$ cat src/sv/lez_pkg.sv
`timescale 1ns / 1ps
`default_nettype none
// ----------------------------------------------------------------------------
// lez_pkg
// Shared constants and the result record of the Lorenz escape-time block.
// ----------------------------------------------------------------------------
package lez_pkg;

  localparam int IN_FIELD_W  = 32;
  localparam int IN_DATA_W   = 2 * IN_FIELD_W;
  localparam int CFG_W       = 16;
  localparam int MAG_W       = 27;
  localparam int OUT_DATA_W  = 48;
  localparam int OUT_PAD_W   = OUT_DATA_W - CFG_W - MAG_W;
  localparam int QUEUE_DEPTH = 2;

  localparam logic [CFG_W-1:0] CFG_RESET = 16'd256;
  localparam logic [MAG_W-1:0] MAG_MAX   = '1;

  typedef struct packed {
    logic             escaped;
    logic [CFG_W-1:0] iterations;
    logic [MAG_W-1:0] magnitude;
  } lez_result_t;

endpackage
`default_nettype wire

$ cat src/sv/lez_front.sv
`timescale 1ns / 1ps
`default_nettype none
// ----------------------------------------------------------------------------
// lez_front
// Input stage: scales the plane point by 0.1 into the start coordinates.
// ----------------------------------------------------------------------------
module lez_front #(
  parameter int WORD_WIDTH = 32,
  parameter int FRAC_BITS  = 22
) (
  input  logic                         clk,
  input  logic                         rst_n,
  input  logic                         in_tvalid,
  output logic                         in_tready,
  input  logic [lez_pkg::IN_DATA_W-1:0] in_tdata,
  output logic                         q_valid,
  input  logic                         q_ready,
  output logic [2*WORD_WIDTH-1:0]      q_data
);
  import lez_pkg::*;

  localparam int W  = WORD_WIDTH;
  localparam int F  = FRAC_BITS;
  localparam int CW = F + 8;
  localparam int PW = IN_FIELD_W + CW;
  localparam int SW = (PW > W ? PW : W) + 1;

  localparam logic signed [CW-1:0] TENTH = CW'(((64'd1 << F) + 64'd5) / 64'd10);
  localparam logic signed [W-1:0]  WMAX  = {1'b0, {(W-1){1'b1}}};
  localparam logic signed [W-1:0]  WMIN  = {1'b1, {(W-1){1'b0}}};

  logic                  stg_valid_r;
  logic                  stg_valid_nxt;
  logic signed [W-1:0]   x0_r;
  logic signed [W-1:0]   y0_r;
  logic                  accept;

  function automatic logic signed [W-1:0] scale_sat(input logic signed [IN_FIELD_W-1:0] v);
    logic signed [PW-1:0] p;
    logic signed [SW-1:0] s;
    p = v * TENTH;
    s = SW'(p >>> F);
    if (s > SW'(WMAX)) return WMAX;
    if (s < SW'(WMIN)) return WMIN;
    return W'(s);
  endfunction

  assign in_tready     = !stg_valid_r || q_ready;
  assign accept        = in_tvalid && in_tready;
  assign stg_valid_nxt = accept || (stg_valid_r && !q_ready);

  always_ff @(posedge clk) begin
    if (!rst_n) begin
      stg_valid_r <= 1'b0;
    end else begin
      stg_valid_r <= stg_valid_nxt;
    end
    if (accept) begin
      x0_r <= scale_sat($signed(in_tdata[IN_FIELD_W-1:0]));
      y0_r <= scale_sat($signed(in_tdata[IN_DATA_W-1:IN_FIELD_W]));
    end
  end

  assign q_valid = stg_valid_r;
  assign q_data  = {y0_r, x0_r};

endmodule
`default_nettype wire

$ cat config.mk
export PLATFORM = sky130hd
export DESIGN_NAME = lez_front
export DESIGN_NICKNAME = d
export VERILOG_FILES = /design/src/sv/lez_pkg.sv /design/src/sv/lez_front.sv
export SDC_FILE = /design/constraint.sdc
export NUM_CORES = 1
export LEC_CHECK = 0
export ABC_CLOCK_PERIOD_IN_PS = 5630
export BUFFER_PORTS_ARGS = -buffer_cell sky130_fd_sc_hd__buf_2
export CAP_MARGIN = 20
export CORE_UTILIZATION = 55
export DETAILED_ROUTE_END_ITERATION = 6
export PLACE_DENSITY = 0.82
export SYNTH_ARGS = -nofsm -noshare
export SYNTH_HDL_FRONTEND = slang
export SYNTH_SLANG_ARGS = --single-unit
export TNS_END_PERCENT = 50
$ cat constraint.sdc
create_clock -name clk -period 5.63 [get_ports clk]
set_input_delay 0.8445 -clock clk [delete_from_list [all_inputs] [get_ports clk]]
set_output_delay 0.8445 -clock clk [all_outputs]
set_load 0.01 [all_outputs]
==> out/metrics.cfg <==
[setup_path]
crit_required_ps = 5720
startpoint = in_tdata[2]
critical_path_s_most_frequent_cell = ha_4
reg2regPathDepth = 2
worst-path-stages = 24
worst-path-max-fanout = 6
critPathArrivalTime_ps = 5980
critical_path.startpoint_type = input port
critical_path_class = input port to flop
worst-r2r-setup-slack_ps = 4040
worstPathCellList = buf_12 > ha_4 > xnor2_4 > inv_2 > buf_6 > buf_4 > ha_4 > nand2b_4 > ha_2 > fa_1 > inv_1 > fa_2 > fa_1 > inv_2 > ha_4 > nand4_1 > nor4_4 > nor4_4 > a211oi_4 > o31ai_4 > a211oi_4 > nor3_4 > buf_12 > o311a_1
cp_max_stage_cell = fa_1
critical_path_buf_inv_count = 7
timing.critical_path.to_type = flop
critical_path.reg2reg.startpoint = q_valid
critPathMaxStageDelay_ps = 510
timing.critical_path.max_delay_family = adder cells

[route]
route.vias.total = 20700
wl_per_cell_um = 19.1
drc_errors = 0
detail-route-antenna-nets = 0
initialDrtViolationCount = 1359
route.detailed.vias_per_inst = 5.44
drt_wl_total_um = 72500
drt-pass1-iter-count = 5

[global_route]
grt_remaining_overflow = 0
grt_first_pass_wirelength_um = 110000
maximum_number_of_pins_on_one_net_before_global_route_repair = 63
grt_antenna_before_repair = 1
grtUsageTotal_pct = 31.8
via_count_of_the_first_global_routing_pass = 22200

[cells_and_area]
layout_common_cells = 735 x inv_1, 474 x buf_4, 390 x fa_1
nNetsFinal = 4103
final_layout_size_suffix_gt1_share_pct = 30.1
final_core_utilization_pct = 74.2
layout_commonest_cell = inv_1
flow.area_growth_from_synthesis_pct = 32.6

[floorplanning]
die-area_um2 = 44800
floorplan.die.width_um = 212
num_rows = 76
die_h_um = 212
initial_standard_cell_utilization_of_the_core_pct = 55.9
core_um2 = 43300
io_pins = 134

[clocking]
max-clock-path-buffers = 2
worst_skew_pair.late_latency_ps = 340
clock-sinks = 63
clockRootBuffer = clkbuf_16
htree_num_levels = 3
tritoncts = yes
cts_buffers = 9
path_clk_slew_ps = 60

[timing]
finalWorstPathRequiredPeriod_ps = 5890
clock-skew-final_ps = 11.9
rsz0062_at_grt = true
timing.setup.tns_ps = -3210
tightest_slew_ps = 923
final.hold.worst_slack_ps = 546
setup_viol_count_final = 27
min_period_over_period_pct = 105
timing_hold_violations_final = 0
finalWorstSetupSlack_ps = -260
drv_slew = 0
timing.fmax_mhz = 170
timing.slew.headroom_pct = 38.5

[yosys]
muxShareOfSynthArea_pct = 0.507
syn-num-nets = 3511
synth_top_family_by_area = adder cells
synth_async_sr_flop_share_pct = 0
netlist-cell-type-count = 73
syn_area_per_cell_um2 = 9.24
synth_xor_xnor_area_share_pct = 5.97
ys.flop_type = edfxtp_1
synthAdderAreaFrac_pct = 55.3
ys_ff_latch = 63
yosysWarningCount = 0
synth-edff-count = 62
syn_area_um2 = 24200
synth_seq_area_share_pct = 7.78
synth-compound-area-share_pct = 10.9
syn_inst_count = 2619
yosys.area_share.simple_pct = 6.98

[run_status]
failed_checks = negative setup slack
outcome = finished, violations left

[placed_design]
io_buffers = 133
rd_place_congestion = 1.03
hpwlAfterDp_um = 58200

[run]
max_cap_viol_count = 0

[worst_hold_path]
hold_path.startpoint = q_valid
min_delay_path_class = flop to flop
instance_count_along_the_most_critical_hold_path = 2

cell families after synthesis:
family,Yosys count
adders and majority gates,824
DFF,63
muxes,12
xor gates and xnor gates,165
and+or+nand+nor,349
buffers and inverters,809
AOI/OAI and AO/OA,397
tightest hold or removal path, stage by stage (launching register included):
cell and delay, ps:
dfxtp_1 310, nand2b_1 100, a21boi_0 90
metal layers:
metal / vias up / global-route usage (%) / wire length, um
li1: 9415 / - / -
met1: 10300 / 39.6 / 28500
met2: 790 / 54.9 / 36100
met3: 222 / 5.52 / 4640
met4: 2 / 12.0 / 3200
met5: - / 1.22 / 79
Yosys cell counts, drive strengths merged, types with 6 or more instances:
library cell / instances / area share (%)
inv: 762 / 12
ha: 414 / 21
fa: 410 / 34
nand2: 140 / 2.2
a21oi: 129 / 2.7
xnor2: 94 / 3.4
xor2: 71 / 2.6
a21o: 70 / 2.2
o21ai: 70 / 1.5
edfxtp: 62 / 7.7
nor2: 59 / 0.92
clkbuf: 39 / 0.60
nand2b: 28 / 0.72
nor3: 24 / 0.59
a211oi: 22 / 0.78
nand3: 22 / 0.45
nand4: 20 / 0.52
a31oi: 13 / 0.34
o21bai: 11 / 0.34
and3: 10 / 0.26
mux2i: 10 / 0.41
nor2b: 9 / 0.23
o22ai: 9 / 0.23
and2: 8 / 0.21
o211ai: 8 / 0.25
buf: 7 / 0.16
o31ai: 7 / 0.33
or2: 7 / 0.18
o21a: 6 / 0.19
per-stage QoR:
stage | setup slack, ps | cell area, um2 | cells
floorplan | -254 | 24400 | 2619
global placement | -811 | 29000 | 3743
detailed placement | -894 | 29000 | 3743
CTS | -278 | 30700 | 3784
global route | -421 | 32100 | 3801
finish | -260 | 32100 | 3802
final cells by class:
type | count | area (um2)
antenna | 1 | 2.50
fill | 2851 | 11200
clock inverter | 6 | 92.6
inverter | 763 | 2860
multi-input combinational | 1747 | 21700
clock buffer | 10 | 229
timing repair buffer | 627 | 4630
sequential | 63 | 1880
tap | 585 | 732
sequential cells by signal, summed over array words and instances, names as in the netlist:
signal and cells:
x0_r 31, y0_r 31, q_valid 1
what timing repair did:
item                                    in CTS  in global routing
endpoints found under the setup margin      44                 51
pin swaps                                  117                173
resized for setup                          198                232
hold buffers                                 0                  0
gates cloned                                 0                  0
buffers inserted                            27                 20
path summary, 6_finish.rpt:
check | to
max reg2reg | y0_r[22]
max | x0_r[28]
min | q_valid
min reg2reg | q_valid
Power is not shown: default switching activity piles up to over one toggle a cycle in this logic, so the estimate is an artifact.
