[src/sv/lez_pkg.sv]
`timescale 1ns / 1ps
`default_nettype none
// ----------------------------------------------------------------------------
// lez_pkg
// Shared constants and the result record of the Lorenz escape-time block.
// ----------------------------------------------------------------------------
package lez_pkg;

  localparam int IN_FIELD_W  = 32;
  localparam int IN_DATA_W   = 2 * IN_FIELD_W;
  localparam int CFG_W       = 16;
  localparam int MAG_W       = 27;
  localparam int OUT_DATA_W  = 48;
  localparam int OUT_PAD_W   = OUT_DATA_W - CFG_W - MAG_W;
  localparam int QUEUE_DEPTH = 2;

  localparam logic [CFG_W-1:0] CFG_RESET = 16'd256;
  localparam logic [MAG_W-1:0] MAG_MAX   = '1;

  typedef struct packed {
    logic             escaped;
    logic [CFG_W-1:0] iterations;
    logic [MAG_W-1:0] magnitude;
  } lez_result_t;

endpackage
`default_nettype wire

[src/sv/lez_queue.sv]
`timescale 1ns / 1ps
`default_nettype none
// ----------------------------------------------------------------------------
// lez_queue
// Short FIFO of start points between the input stage and the integrator.
// ----------------------------------------------------------------------------
module lez_queue #(
  parameter int DATA_W = 64
) (
  input  logic              clk,
  input  logic              rst_n,
  input  logic              wr_valid,
  output logic              wr_ready,
  input  logic [DATA_W-1:0] wr_data,
  output logic              rd_valid,
  input  logic              rd_ready,
  output logic [DATA_W-1:0] rd_data
);
  import lez_pkg::*;

  localparam int PTR_W = (QUEUE_DEPTH > 1) ? $clog2(QUEUE_DEPTH) : 1;
  localparam int CNT_W = $clog2(QUEUE_DEPTH + 1);
  localparam logic [PTR_W-1:0] PTR_LAST = PTR_W'(QUEUE_DEPTH - 1);

  logic [DATA_W-1:0] mem_r [QUEUE_DEPTH];
  logic [PTR_W-1:0]  wr_ptr_r;
  logic [PTR_W-1:0]  rd_ptr_r;
  logic [CNT_W-1:0]  count_r;
  logic              push;
  logic              pop;

  assign wr_ready = (count_r != CNT_W'(QUEUE_DEPTH));
  assign rd_valid = (count_r != '0);
  assign push     = wr_valid && wr_ready;
  assign pop      = rd_valid && rd_ready;
  assign rd_data  = mem_r[rd_ptr_r];

  always_ff @(posedge clk) begin
    if (!rst_n) begin
      wr_ptr_r <= '0;
      rd_ptr_r <= '0;
      count_r  <= '0;
    end else begin
      if (push) begin
        wr_ptr_r <= (wr_ptr_r == PTR_LAST) ? '0 : wr_ptr_r + PTR_W'(1);
      end
      if (pop) begin
        rd_ptr_r <= (rd_ptr_r == PTR_LAST) ? '0 : rd_ptr_r + PTR_W'(1);
      end
      if (push && !pop) begin
        count_r <= count_r + CNT_W'(1);
      end else if (pop && !push) begin
        count_r <= count_r - CNT_W'(1);
      end
    end
    if (push) begin
      mem_r[wr_ptr_r] <= wr_data;
    end
  end

endmodule
`default_nettype wire

[config.mk]
export PLATFORM = sky130hd
export DESIGN_NAME = lez_queue
export DESIGN_NICKNAME = d
export VERILOG_FILES = /design/src/sv/lez_pkg.sv /design/src/sv/lez_queue.sv
export SDC_FILE = /design/constraint.sdc
export NUM_CORES = 1
export LEC_CHECK = 0
export BUFFER_PORTS_ARGS = -buffer_cell sky130_fd_sc_hd__buf_2
export CORE_ASPECT_RATIO = 0.7
export CORE_MARGIN = 4
export CORE_UTILIZATION = 40
export DETAILED_ROUTE_END_ITERATION = 8
export PLACE_DENSITY = 0.71
export SLEW_MARGIN = 40
export SYNTH_ARGS = -nofsm -noshare
export SYNTH_HDL_FRONTEND = slang
export SYNTH_SLANG_ARGS = --single-unit
export TNS_END_PERCENT = 5
[constraint.sdc]
create_clock -name clk -period 3.3 [get_ports clk]
set_clock_uncertainty 0.15 [all_clocks]
set_input_delay 0.66 -clock clk [delete_from_list [all_inputs] [get_ports clk]]
set_output_delay 0.66 -clock clk [all_outputs]
set_load 0.01 [all_outputs]
==> results by group, run 1 <==
Outcome
  • Status: finished, final reports clean

Logic synthesis
  • Synthesized area: 4860 µm²
  • Number of flops mapped to enable cells by yosys: about 130
  • Top cells by count, synth: edfxtp_1 (128), mux2_2 (64), buf_4 (6)
  • Primary FF master, synth: edfxtp_1
  • Top-count cell post-synth: edfxtp_1
  • Post-synth top area share: between 70% and 80%
  • Syn Nets: just under 300
  • Synth top area cells: edfxtp_1 (79%), mux2_2 (15%), dfxtp_1 (2.1%)
  • Yosys reg bits: between 100 and 150
  • Cell taking the most area after synthesis: edfxtp_1
  • Mapped Avg Cell Area: between 20 and 25 µm²
  • Ys async rst share: 0%
  • Register area share after synthesis: approximately four fifths
  • Distinct cells, synth: 20
  • Mapped Cells: between 200 and 250
  • Synth Warn #: 0

Worst setup path
  • Crit path to: rd_data[35]
  • FF-to-FF End: mem_r[0][19]
  • CP max FO: 34
  • Worst r2r src: count_r[0]
  • WP data required: approximately 2.5 ns
  • FF-to-FF setup slack: approximately 1.3 ns
  • Startpoint Class: flip-flop
  • CP endpoint kind: output port
  • Crit Path Class: reg2out
  • Path depth of the worst reg2reg path: 4
  • Critical Path AT: ~1.7 ns

Clock tree
  • H-tree lvl count: 4
  • Clock sinks: approximately 130
  • Post-CTS Resized: 0
  • TritonCTS Buffers: 17
  • Skew-Pair Late Insertion Delay: about 0.40 ns
  • CTS Buffer Depth: 2
  • Root buf cell: clkbuf_16
  • Post-CTS Hold Buffers: 0
  • Setup Fix Bufs, Post-CTS: 0
  • Clock-pin slew on the worst setup and hold paths: approximately 0.060 ns
  • TritonCTS clock tree: yes

Global route
  • Global Route Usage Sum: 13.1%
  • Largest net degree at the start of global routing: 65
  • Final global-route overflow total: 0
  • Vias in the first global route: between 2000 and 3000
  • First-pass GRT wire length: about 14000 µm
  • Initial antenna violation count: 0

Timing
  • Fin crit period: between 2 and 2.5 ns
  • Final Hold Vio Count: 0
  • Worst-Margin Slew: ~0.46 ns
  • Total negative slack: 0 ns
  • RSZ-0062 raised after global routing: no
  • Max-slew violation count: 0
  • Final setup viols: 0
  • Slew HR: 69.5%
  • Fin crit share: between 70% and 80%
  • FMAX: around 400 MHz
  • Min Hold Slack: roughly 0.3 ns

Drt
  • DRT antenna net count: 0
  • # DRC: 0
  • Vias per cell: between 4 and 5
  • First-pass iteration count of the detailed router: 4
  • 1st-iter DRT viols: about 140
  • WL/cell: 16.3 µm
  • Routed WL: between 8000 and 9000 µm
  • Vias: approximately 2500

Place
  • DP HPWL: around 5700 µm
  • Placer Congestion: 0.716
  • Number of port buffers: about 130
  • Placed cell count: 511

Hold path
  • Hold crit path type: in2reg
  • Origin of the worst min-delay path: wr_data[49]

Pwr
  • P_leak: approximately 2.4 nW
  • Peak supply drop: ~0.00045 V
  • PD cells: roughly 830 nW/µm²

Floorplanning
  • Die Height: about 100 µm
  • Core area: 11800 µm²
  • Die area: 14000 µm²
  • Ports: 134
  • Initial Util: approximately two fifths
  • Cell Rows: 33
  • Die width: around 140 µm

Finish
  • Register Area: between 3000 and 4000 µm²
  • Share of layout cells above drive strength 1: 61.7%
  • Fin nets: 442
  • Number of fill cells: 977
  • Fin cells: about 540
  • Area Overhead vs Synth: 31.2%
  • Multi-input gate area: about 860 µm²
  • Antenna Diode Count: 0

Flow run
  • Max-cap viol count: 0
## sequential cells by signal (all words and copies together), names as in the netlist, named ones only
signal / cells
mem_r: 128
rd_ptr_r: 1
wr_ptr_r: 1
count_r: 2
## worst min-delay path by stage
stage | endpoint | slack (ns) | cells past startpoint
after floorplan | count_r[1] | 0.36 | 2
after global placement | count_r[1] | 0.39 | 2
after detailed placement | count_r[1] | 0.41 | 2
after CTS | mem_r[1][49] | 0.27 | 1
after global routing | mem_r[1][46] | 0.27 | 1
final | mem_r[1][49] | 0.29 | 1
## area by class of cell
type / count / share of cell area (%)
flip-flops and latches: 133 / 61.9
multi-input cells: 82 / 13.5
repair buffers: 138 / 11.2
clock buffers: 20 / 7.01
clock inverters: 12 / 3.22
well taps: 157 / 3.08
inverters: 1 / 0.0589
## cells by family after synthesis
| logic type | Yosys count | synth area share (%) |
|---|---|---|
| AO/OA/AOI/OAI | 5 | 0.721 |
| flip-flops | 133 | 81.2 |
| XOR/XNOR | 3 | 0.541 |
| adder cells (fa/ha/maj) | 1 | 0.258 |
| AND/OR/NAND/NOR | 9 | 1.34 |
| buffers and inverters | 8 | 1.11 |
| multiplexers | 64 | 14.8 |
## power breakdown
group / internal (mW) / switching, mW / total (mW) / leakage (nW)
sequential: 2.11 / 0.0596 / 2.17 / 1.24
combinational: 0.530 / 0.581 / 1.11 / 0.846
clock: 1.36 / 0.676 / 2.04 / 0.310
## metrics by stage
| stage | power, mW | util (%) | setup slack, ns | cell area [µm²] |
|---|---|---|---|---|
| floorplan | 2.93 | - | 0.506 | 4860 |
| global placement | 3.31 | 48.5 | 1.13 | 5720 |
| detailed placement | 3.33 | 48.5 | 1.08 | 5720 |
| CTS | 5.39 | 54.0 | 0.774 | 6370 |
| global route | 5.58 | 54.0 | 0.716 | 6370 |
| finish | 5.32 | 54.0 | 0.811 | 6370 |
## cell usage in the layout, fill, tap and decap left out, drive strengths merged
cell type,instances
xnor2,2
clkinv,5
and3,1
clkbuf,20
o21ai,2
or3,1
a21bo,1
mux2,64
edfxtp,128
inv,1
and2,4
ha,1
nand2b,1
a21boi,2
bufinv,5
nand3b,1
xor2,1
dfxtp,5
buf,138
clkinvlp,2
or2,1
## critical path, cell delays in order, from the launching register on
cell and delay [ns]:
dfxtp_2 0.32, buf_4 0.39, mux2_2 0.40, buf_2 0.15
## metal layers
metal / vias to the layer above / part of all wire, % / GRT usage (%)
met5: - / 0 / 0
met3: 8 / 8.2 / 5.95
met2: 94 / 48 / 20.7
li1: 1183 / - / -
met4: 0 / 0.68 / 5.58
met1: 1253 / 43 / 15.8
Note: power is estimated with default switching activity, not from simulation.
==> run 2: changes to the inputs <==
--- a/config.mk
+++ b/config.mk
@@ -10,7 +10,7 @@
 export CORE_MARGIN = 4
 export CORE_UTILIZATION = 40
 export DETAILED_ROUTE_END_ITERATION = 8
-export PLACE_DENSITY = 0.71
+export PLACE_DENSITY = 0.73
 export SLEW_MARGIN = 40
 export SYNTH_ARGS = -nofsm -noshare
 export SYNTH_HDL_FRONTEND = slang
==> constraint.sdc (replaced) <==
create_clock -name clk -period 2 [get_ports clk]
set_clock_uncertainty 0.15 [all_clocks]
set_input_delay 0.4 -clock clk [delete_from_list [all_inputs] [get_ports clk]]
set_output_delay 0.4 -clock clk [all_outputs]
set_load 0.01 [all_outputs]
==> results by group, run 2 (same netlist as run 1, synthesis figures left out) <==
Outcome
  • Status: complete, but fails checks
  • Failing checks: setup timing

Timing
  • Worst-Margin Slew: 0.222 ns
  • Slew HR: 85.1%
  • FMAX: 479 MHz
  • Max-slew violation count: 0
  • Setup ws final: -0.0897 ns
  • Fin crit share: 104%
  • RSZ-0062 raised after global routing: yes
  • Fin crit period: about 2.1 ns
  • Final setup viols: 63
  • Total negative slack: -3.07 ns
  • Final Hold Vio Count: 0

Clock tree
  • Setup Fix Bufs, Post-CTS: 0
  • TritonCTS Buffers: 17
  • Clock sinks: ~130
  • H-tree lvl count: 4
  • TritonCTS clock tree: yes
  • Post-CTS Hold Buffers: 0
  • CTS Buffer Depth: 2
  • Root buf cell: clkbuf_16
  • Skew-Pair Late Insertion Delay: roughly 0.40 ns
  • Clock-pin slew on the worst setup and hold paths: about 0.060 ns

Worst setup path
  • WP data required: approximately 1.5 ns
  • FF-to-FF End: count_r[1]
  • Startpoint Class: flip-flop
  • Worst-path cell chain: buf_12 > mux2_2 > buf_2
  • CP max stage cell: mux2_2
  • Path depth of the worst reg2reg path: 5
  • CP max stage delay: about 0.38 ns
  • CP max FO: 34
  • Critical Path AT: 1.54 ns
  • FF-to-FF setup slack: ~0.3 ns
  • Worst r2r src: count_r[0]
  • Crit Path Class: reg2out
  • CP endpoint kind: output port

Drt
  • Vias: between 2000 and 3000
  • DRT antenna net count: 0
  • Vias per cell: about 4.7
  • 1st-iter DRT viols: 95
  • WL/cell: 16.2 µm
  • Routed WL: roughly 9000 µm
  • # DRC: 0
  • First-pass iteration count of the detailed router: 4

Global route
  • Final global-route overflow total: 0
  • First-pass GRT wire length: about 14000 µm
  • Largest net degree at the start of global routing: 36
  • Global Route Usage Sum: about an eighth
  • Initial antenna violation count: 0
  • Vias in the first global route: approximately 2800

Hold path
  • Hold-critical path depth: 1
  • Hold crit path type: in2reg
  • Origin of the worst min-delay path: wr_data[12]
  • Hold endpoint: mem_r[0][12]

Finish
  • Non-Filler Cell Area, Final: 6370 µm²
  • Most common cell after layout, fill and taps aside: buf_2
  • Fin nets: 443
  • Area Overhead vs Synth: 31.2%
  • Antenna Diode Count: 0
  • Share of layout cells above drive strength 1: between 60% and 70%
  • Most frequent cells in the layout: buf_2 (131), edfxtp_1 (128), mux2_2 (62), clkbuf_16 (17), buf_12 (6)
  • Largest register FFs: around 130
  • Largest regs: mem_r: 128 flops, count_r: 2 flops
  • Most flop-heavy register: mem_r

Flow run
  • Max-cap viol count: 0

Pwr
  • Peak supply drop: 0.000911 V
  • PD cells: between 1000 and 1500 nW/µm²
  • Clk pwr share: 34.0%
  • NetSw: around 2.2 mW
  • Share of power burned in registers: roughly 43%
  • P_leak: ~2.4 nW
  • Switching share of total power: 26.5%
  • Int Pwr: 6.17 mW
  • Combinational fraction of design power: between 20% and 30%

Floorplanning
  • Cell Rows: 33
  • Die Height: between 100 and 150 µm
  • Initial Util: roughly two fifths
  • Core area: between 10000 and 15000 µm²
  • Die width: ~140 µm
  • Die area: 14000 µm²
  • Ports: 134

Place
  • Placement Cell Area: around 5800 µm²
  • DP HPWL: ~5900 µm
  • Number of port buffers: 133
  • Placer Congestion: 0.728
## run 2: area by class of cell
type	instances	area (µm²)
Inverter	1	7.51
Multi-Input combinational cell	82	868
Timing Repair Buffer	139	798
Clock inverter	15	130
Clock buffer	17	425
Fill cell	966	5430
Sequential cell	133	3950
Tap cell	157	196
## run 2: metrics by stage
stage	cells	power, mW	setup slack (ns)	utilization (%)	hold slack (ns)
2_1_floorplan	223	4.83	-0.106	-	0.349
3_3_place_gp	512	5.56	0.323	49.1	0.381
3_5_place_dp	512	5.61	0.293	49.1	0.385
4_1_cts	544	8.54	-0.114	54.0	0.00835
5_1_grt	544	8.82	-0.138	54.0	0.00832
6_report	544	8.39	-0.0897	54.0	0.0320
## run 2: worst max path at each step
stage             endpoint  startpoint  depth (start not counted)  slack, ns
5_1_grt        rd_data[47]   flip-flop                          3      -0.14
4_1_cts        rd_data[44]   flip-flop                          3      -0.11
3_3_place_gp    count_r[1]    wr_valid                          5       0.32
2_1_floorplan  mem_r[0][0]  count_r[0]                          3      -0.11
3_5_place_dp    count_r[1]    wr_valid                          5       0.29
6_report       rd_data[47]   flip-flop                          3      -0.09
## run 2: what timing repair did
action                     CTS  global route
gates resized for setup      5             0
setup endpoints to repair   64            64
cloned                       0             0
## run 2: power groups by stage
stage               Clock, mW  Sequential (mW)  Combinational (mW)
floorplan                   0             3.62                1.21
global placement            0             3.62                1.94
detailed placement          0             3.65                1.96
CTS                      2.94             3.59                2.01
global route             3.08             3.62                2.13
finish                   2.85             3.59                1.95
## run 2: critical path: cells and delay by family (launching register included)
kind,cells,cell delay [ns]
flops,1,0.37
mux,1,0.38
buf+inv,2,0.36
## run 2: layer usage
metal / GRT usage [%] / routed length (µm) / share of wire [%]
met1: 16.4 / 3740 / 42
met2: 20.8 / 4140 / 47
met3: 6.00 / 825 / 9.4
met4: 4.91 / 108 / 1.2
met5: 0 / 0 / 0
==> run 3: changes to the inputs <==
--- a/config.mk
+++ b/config.mk
@@ -5,6 +5,7 @@
 export SDC_FILE = /design/constraint.sdc
 export NUM_CORES = 1
 export LEC_CHECK = 0
+export ABC_AREA = 1
 export BUFFER_PORTS_ARGS = -buffer_cell sky130_fd_sc_hd__buf_2
 export CORE_ASPECT_RATIO = 0.7
 export CORE_MARGIN = 4
==> results by group, run 3 <==
Outcome
  • Status: complete, but fails checks
  • Failing checks: setup timing

Pwr
  • Switching share of total power: 25.2%
  • Peak supply drop: ~0.00075 V
  • Int Pwr: 7.16 mW
  • Share of power burned in registers: approximately two fifths
  • Clk pwr share: 31.2%
  • P_leak: 2.89 nW
  • Combinational fraction of design power: between 30 and 40%
  • NetSw: 2.41 mW
  • PD cells: about 1300 nW/µm²

Worst setup path
  • Critical Path AT: around 1.5 ns
  • WP data required: between 1 and 1.5 ns
  • Path depth of the worst reg2reg path: 9
  • Crit Path Class: reg2out
  • CP endpoint kind: output port
  • CP max FO: 5
  • Startpoint Class: flip-flop
  • FF-to-FF setup slack: around 0.44 ns
  • Worst r2r src: count_r[1]
  • FF-to-FF End: count_r[1]

Timing
  • RSZ-0062 raised after global routing: yes
  • Fin crit period: approximately 2.1 ns
  • Worst-Margin Slew: approximately 0.37 ns
  • Slew HR: between 70% and 80%
  • Total negative slack: -2.52 ns
  • Min Hold Slack: approximately 0.031 ns
  • Setup ws final: -0.0660 ns
  • FMAX: 484 MHz
  • Max-slew violation count: 0
  • Fin crit share: 103%
  • Final Hold Vio Count: 0
  • Final setup viols: 64

Floorplanning
  • Die area: approximately 15000 µm²
  • Cell Rows: 34
  • Die width: between 100 and 150 µm
  • Die Height: just over 100 µm
  • Initial Util: about 41%
  • Core area: around 13000 µm²
  • Ports: ~130

Clock tree
  • Clock-pin slew on the worst setup and hold paths: about 0.050 ns
  • H-tree lvl count: 4
  • Clock sinks: between 100 and 150
  • Skew-Pair Late Insertion Delay: around 0.40 ns
  • Root buf cell: clkbuf_16
  • TritonCTS Buffers: 17
  • TritonCTS clock tree: yes
  • CTS Buffer Depth: 2

Finish
  • Largest register FFs: between 100 and 150
  • Most frequent cells in the layout: edfxtp_1 (128), buf_2 (70), buf_6 (65), mux2_4 (64), clkbuf_16 (23)
  • Number of fill cells: roughly 950
  • Most common cell after layout, fill and taps aside: edfxtp_1
  • Fin cells: between 500 and 600
  • Area Overhead vs Synth: 41.0%
  • Largest regs: mem_r: 128 flops, count_r: 2 flops
  • Most flop-heavy register: mem_r
  • Share of layout cells above drive strength 1: about three fifths
  • Fin nets: between 400 and 500

Logic synthesis
  • Yosys reg bits: between 100 and 150
  • Mapped Avg Cell Area: ~22 µm²
  • Mapped Cells: about 240
  • Top cells by count, synth: edfxtp_1 (128), mux2_4 (60), nand2_1 (9)
  • Post-synth top area share: 74.5%
  • Synth top area cells: edfxtp_1 (74%), mux2_4 (17%), buf_12 (2.3%)
  • Top-count cell post-synth: edfxtp_1
  • Distinct cells, synth: 15
  • Register area share after synthesis: between 70% and 80%
  • Primary FF master, synth: edfxtp_1
  • Number of flops mapped to enable cells by yosys: 128
  • Syn Nets: between 300 and 400
  • Ys async rst share: 0%
  • Synthesized area: roughly 5200 µm²
  • Cell taking the most area after synthesis: edfxtp_1
  • Synth Warn #: 0

Place
  • DP Worst Slack: around 0.33 ns
  • DP HPWL: about 6300 µm
  • Placer Congestion: 0.724
  • Number of port buffers: 133
  • Placed cell count: ~530

Drt
  • DRT antenna net count: 0
  • 1st-iter DRT viols: ~160
  • Routed WL: around 10000 µm
  • # DRC: 0
  • First-pass iteration count of the detailed router: 4
  • WL/cell: roughly 18 µm
  • Vias per cell: between 4 and 5
  • Vias: 2672

Global route
  • Global Route Usage Sum: 13.2%
  • Largest net degree at the start of global routing: 41
  • Gr busiest metal: met2
  • First-pass GRT wire length: 14400 µm
  • Initial antenna violation count: 0
  • GR Util met1: roughly 16%
  • Vias in the first global route: 2890
  • Global Route met2 Usage: about a fifth
  • GR Util met3: under 10%
  • Final global-route overflow total: 0

Hold path
  • Hold-critical path depth: 1
  • Origin of the worst min-delay path: wr_data[1]
  • Hold endpoint: mem_r[0][1]
  • Hold crit path type: in2reg

Flow run
  • Max-cap viol count: 0
==> run 3: cell families (layout without fill, tap and decap cells) <==
logic type / count (synthesis) / in the layout / share of synthesized area [%]
flops: 133 / 133 / 76.4
mux: 64 / 64 / 18.3
simple gates: 19 / 19 / 1.45
buf+inv: 15 / 190 / 3.13
compound gates: 4 / 4 / 0.436
other cells: 0 / 1 / 0
fa+ha+maj: 1 / 1 / 0.242
==> run 3: final cells by class <==
cell class	count	area, µm²	share of cell area, %
Inverter	8	30.0	0.413
Antenna cell	1	2.50	0.0344
Clock inverter	13	141	1.94
Tap cell	162	203	2.78
Clock buffer	17	425	5.84
Timing Repair Buffer	152	1430	19.6
Multi-Input combinational cell	88	1100	15.1
Sequential cell	133	3950	54.2
==> run 3: metal layers <==
layer	vias up	part of all wire [%]
li1	1242	-
met1	1320	45
met2	98	46
met3	12	8.2
met4	0	1.2
met5	-	0
==> run 3: what timing repair did <==
action                                  CTS  global route
gates resized for setup                  59            11
hold buffers                              0             0
cloned                                    0             9
setup buffers                             0             3
endpoints found under the setup margin   64            64
==> run 3: worst max-delay path, stage by stage (launching register included) <==
cell	delay, ns
dfxtp_4	0.39
buf_12	0.14
clkbuf_16	0.15
mux2_4	0.31
buf_6	0.12
==> run 3: how the worst max path moves through the flow <==
stage / cells after the start / start / endpoint / slack, ns
2_1_floorplan: 4 / count_r[0] / mem_r[0][0] / -0.07
3_3_place_gp: 3 / flip-flop / rd_data[48] / 0.33
3_5_place_dp: 3 / flip-flop / rd_data[48] / 0.33
4_1_cts: 3 / flip-flop / rd_data[48] / -0.12
5_1_grt: 4 / flip-flop / rd_data[33] / -0.11
6_report: 4 / flip-flop / rd_data[38] / -0.07
==> run 3: stage by stage <==
step	area, µm²	power, mW	util (%)
after floorplan	5190	5.16	-
after global placement	6050	5.78	48.4
after detailed placement	6050	5.82	48.4
after CTS	6980	9.31	55.8
after global routing	7280	9.99	58.2
final	7280	9.57	58.2
==> run 3: power groups by stage <==
stage | Combinational (mW) | Sequential (mW) | Clock, mW
2_1_floorplan | 1.49 | 3.67 | 0
3_3_place_gp | 2.09 | 3.69 | 0
3_5_place_dp | 2.11 | 3.71 | 0
4_1_cts | 2.58 | 3.66 | 3.07
5_1_grt | 3.10 | 3.69 | 3.20
6_report | 2.94 | 3.65 | 2.98
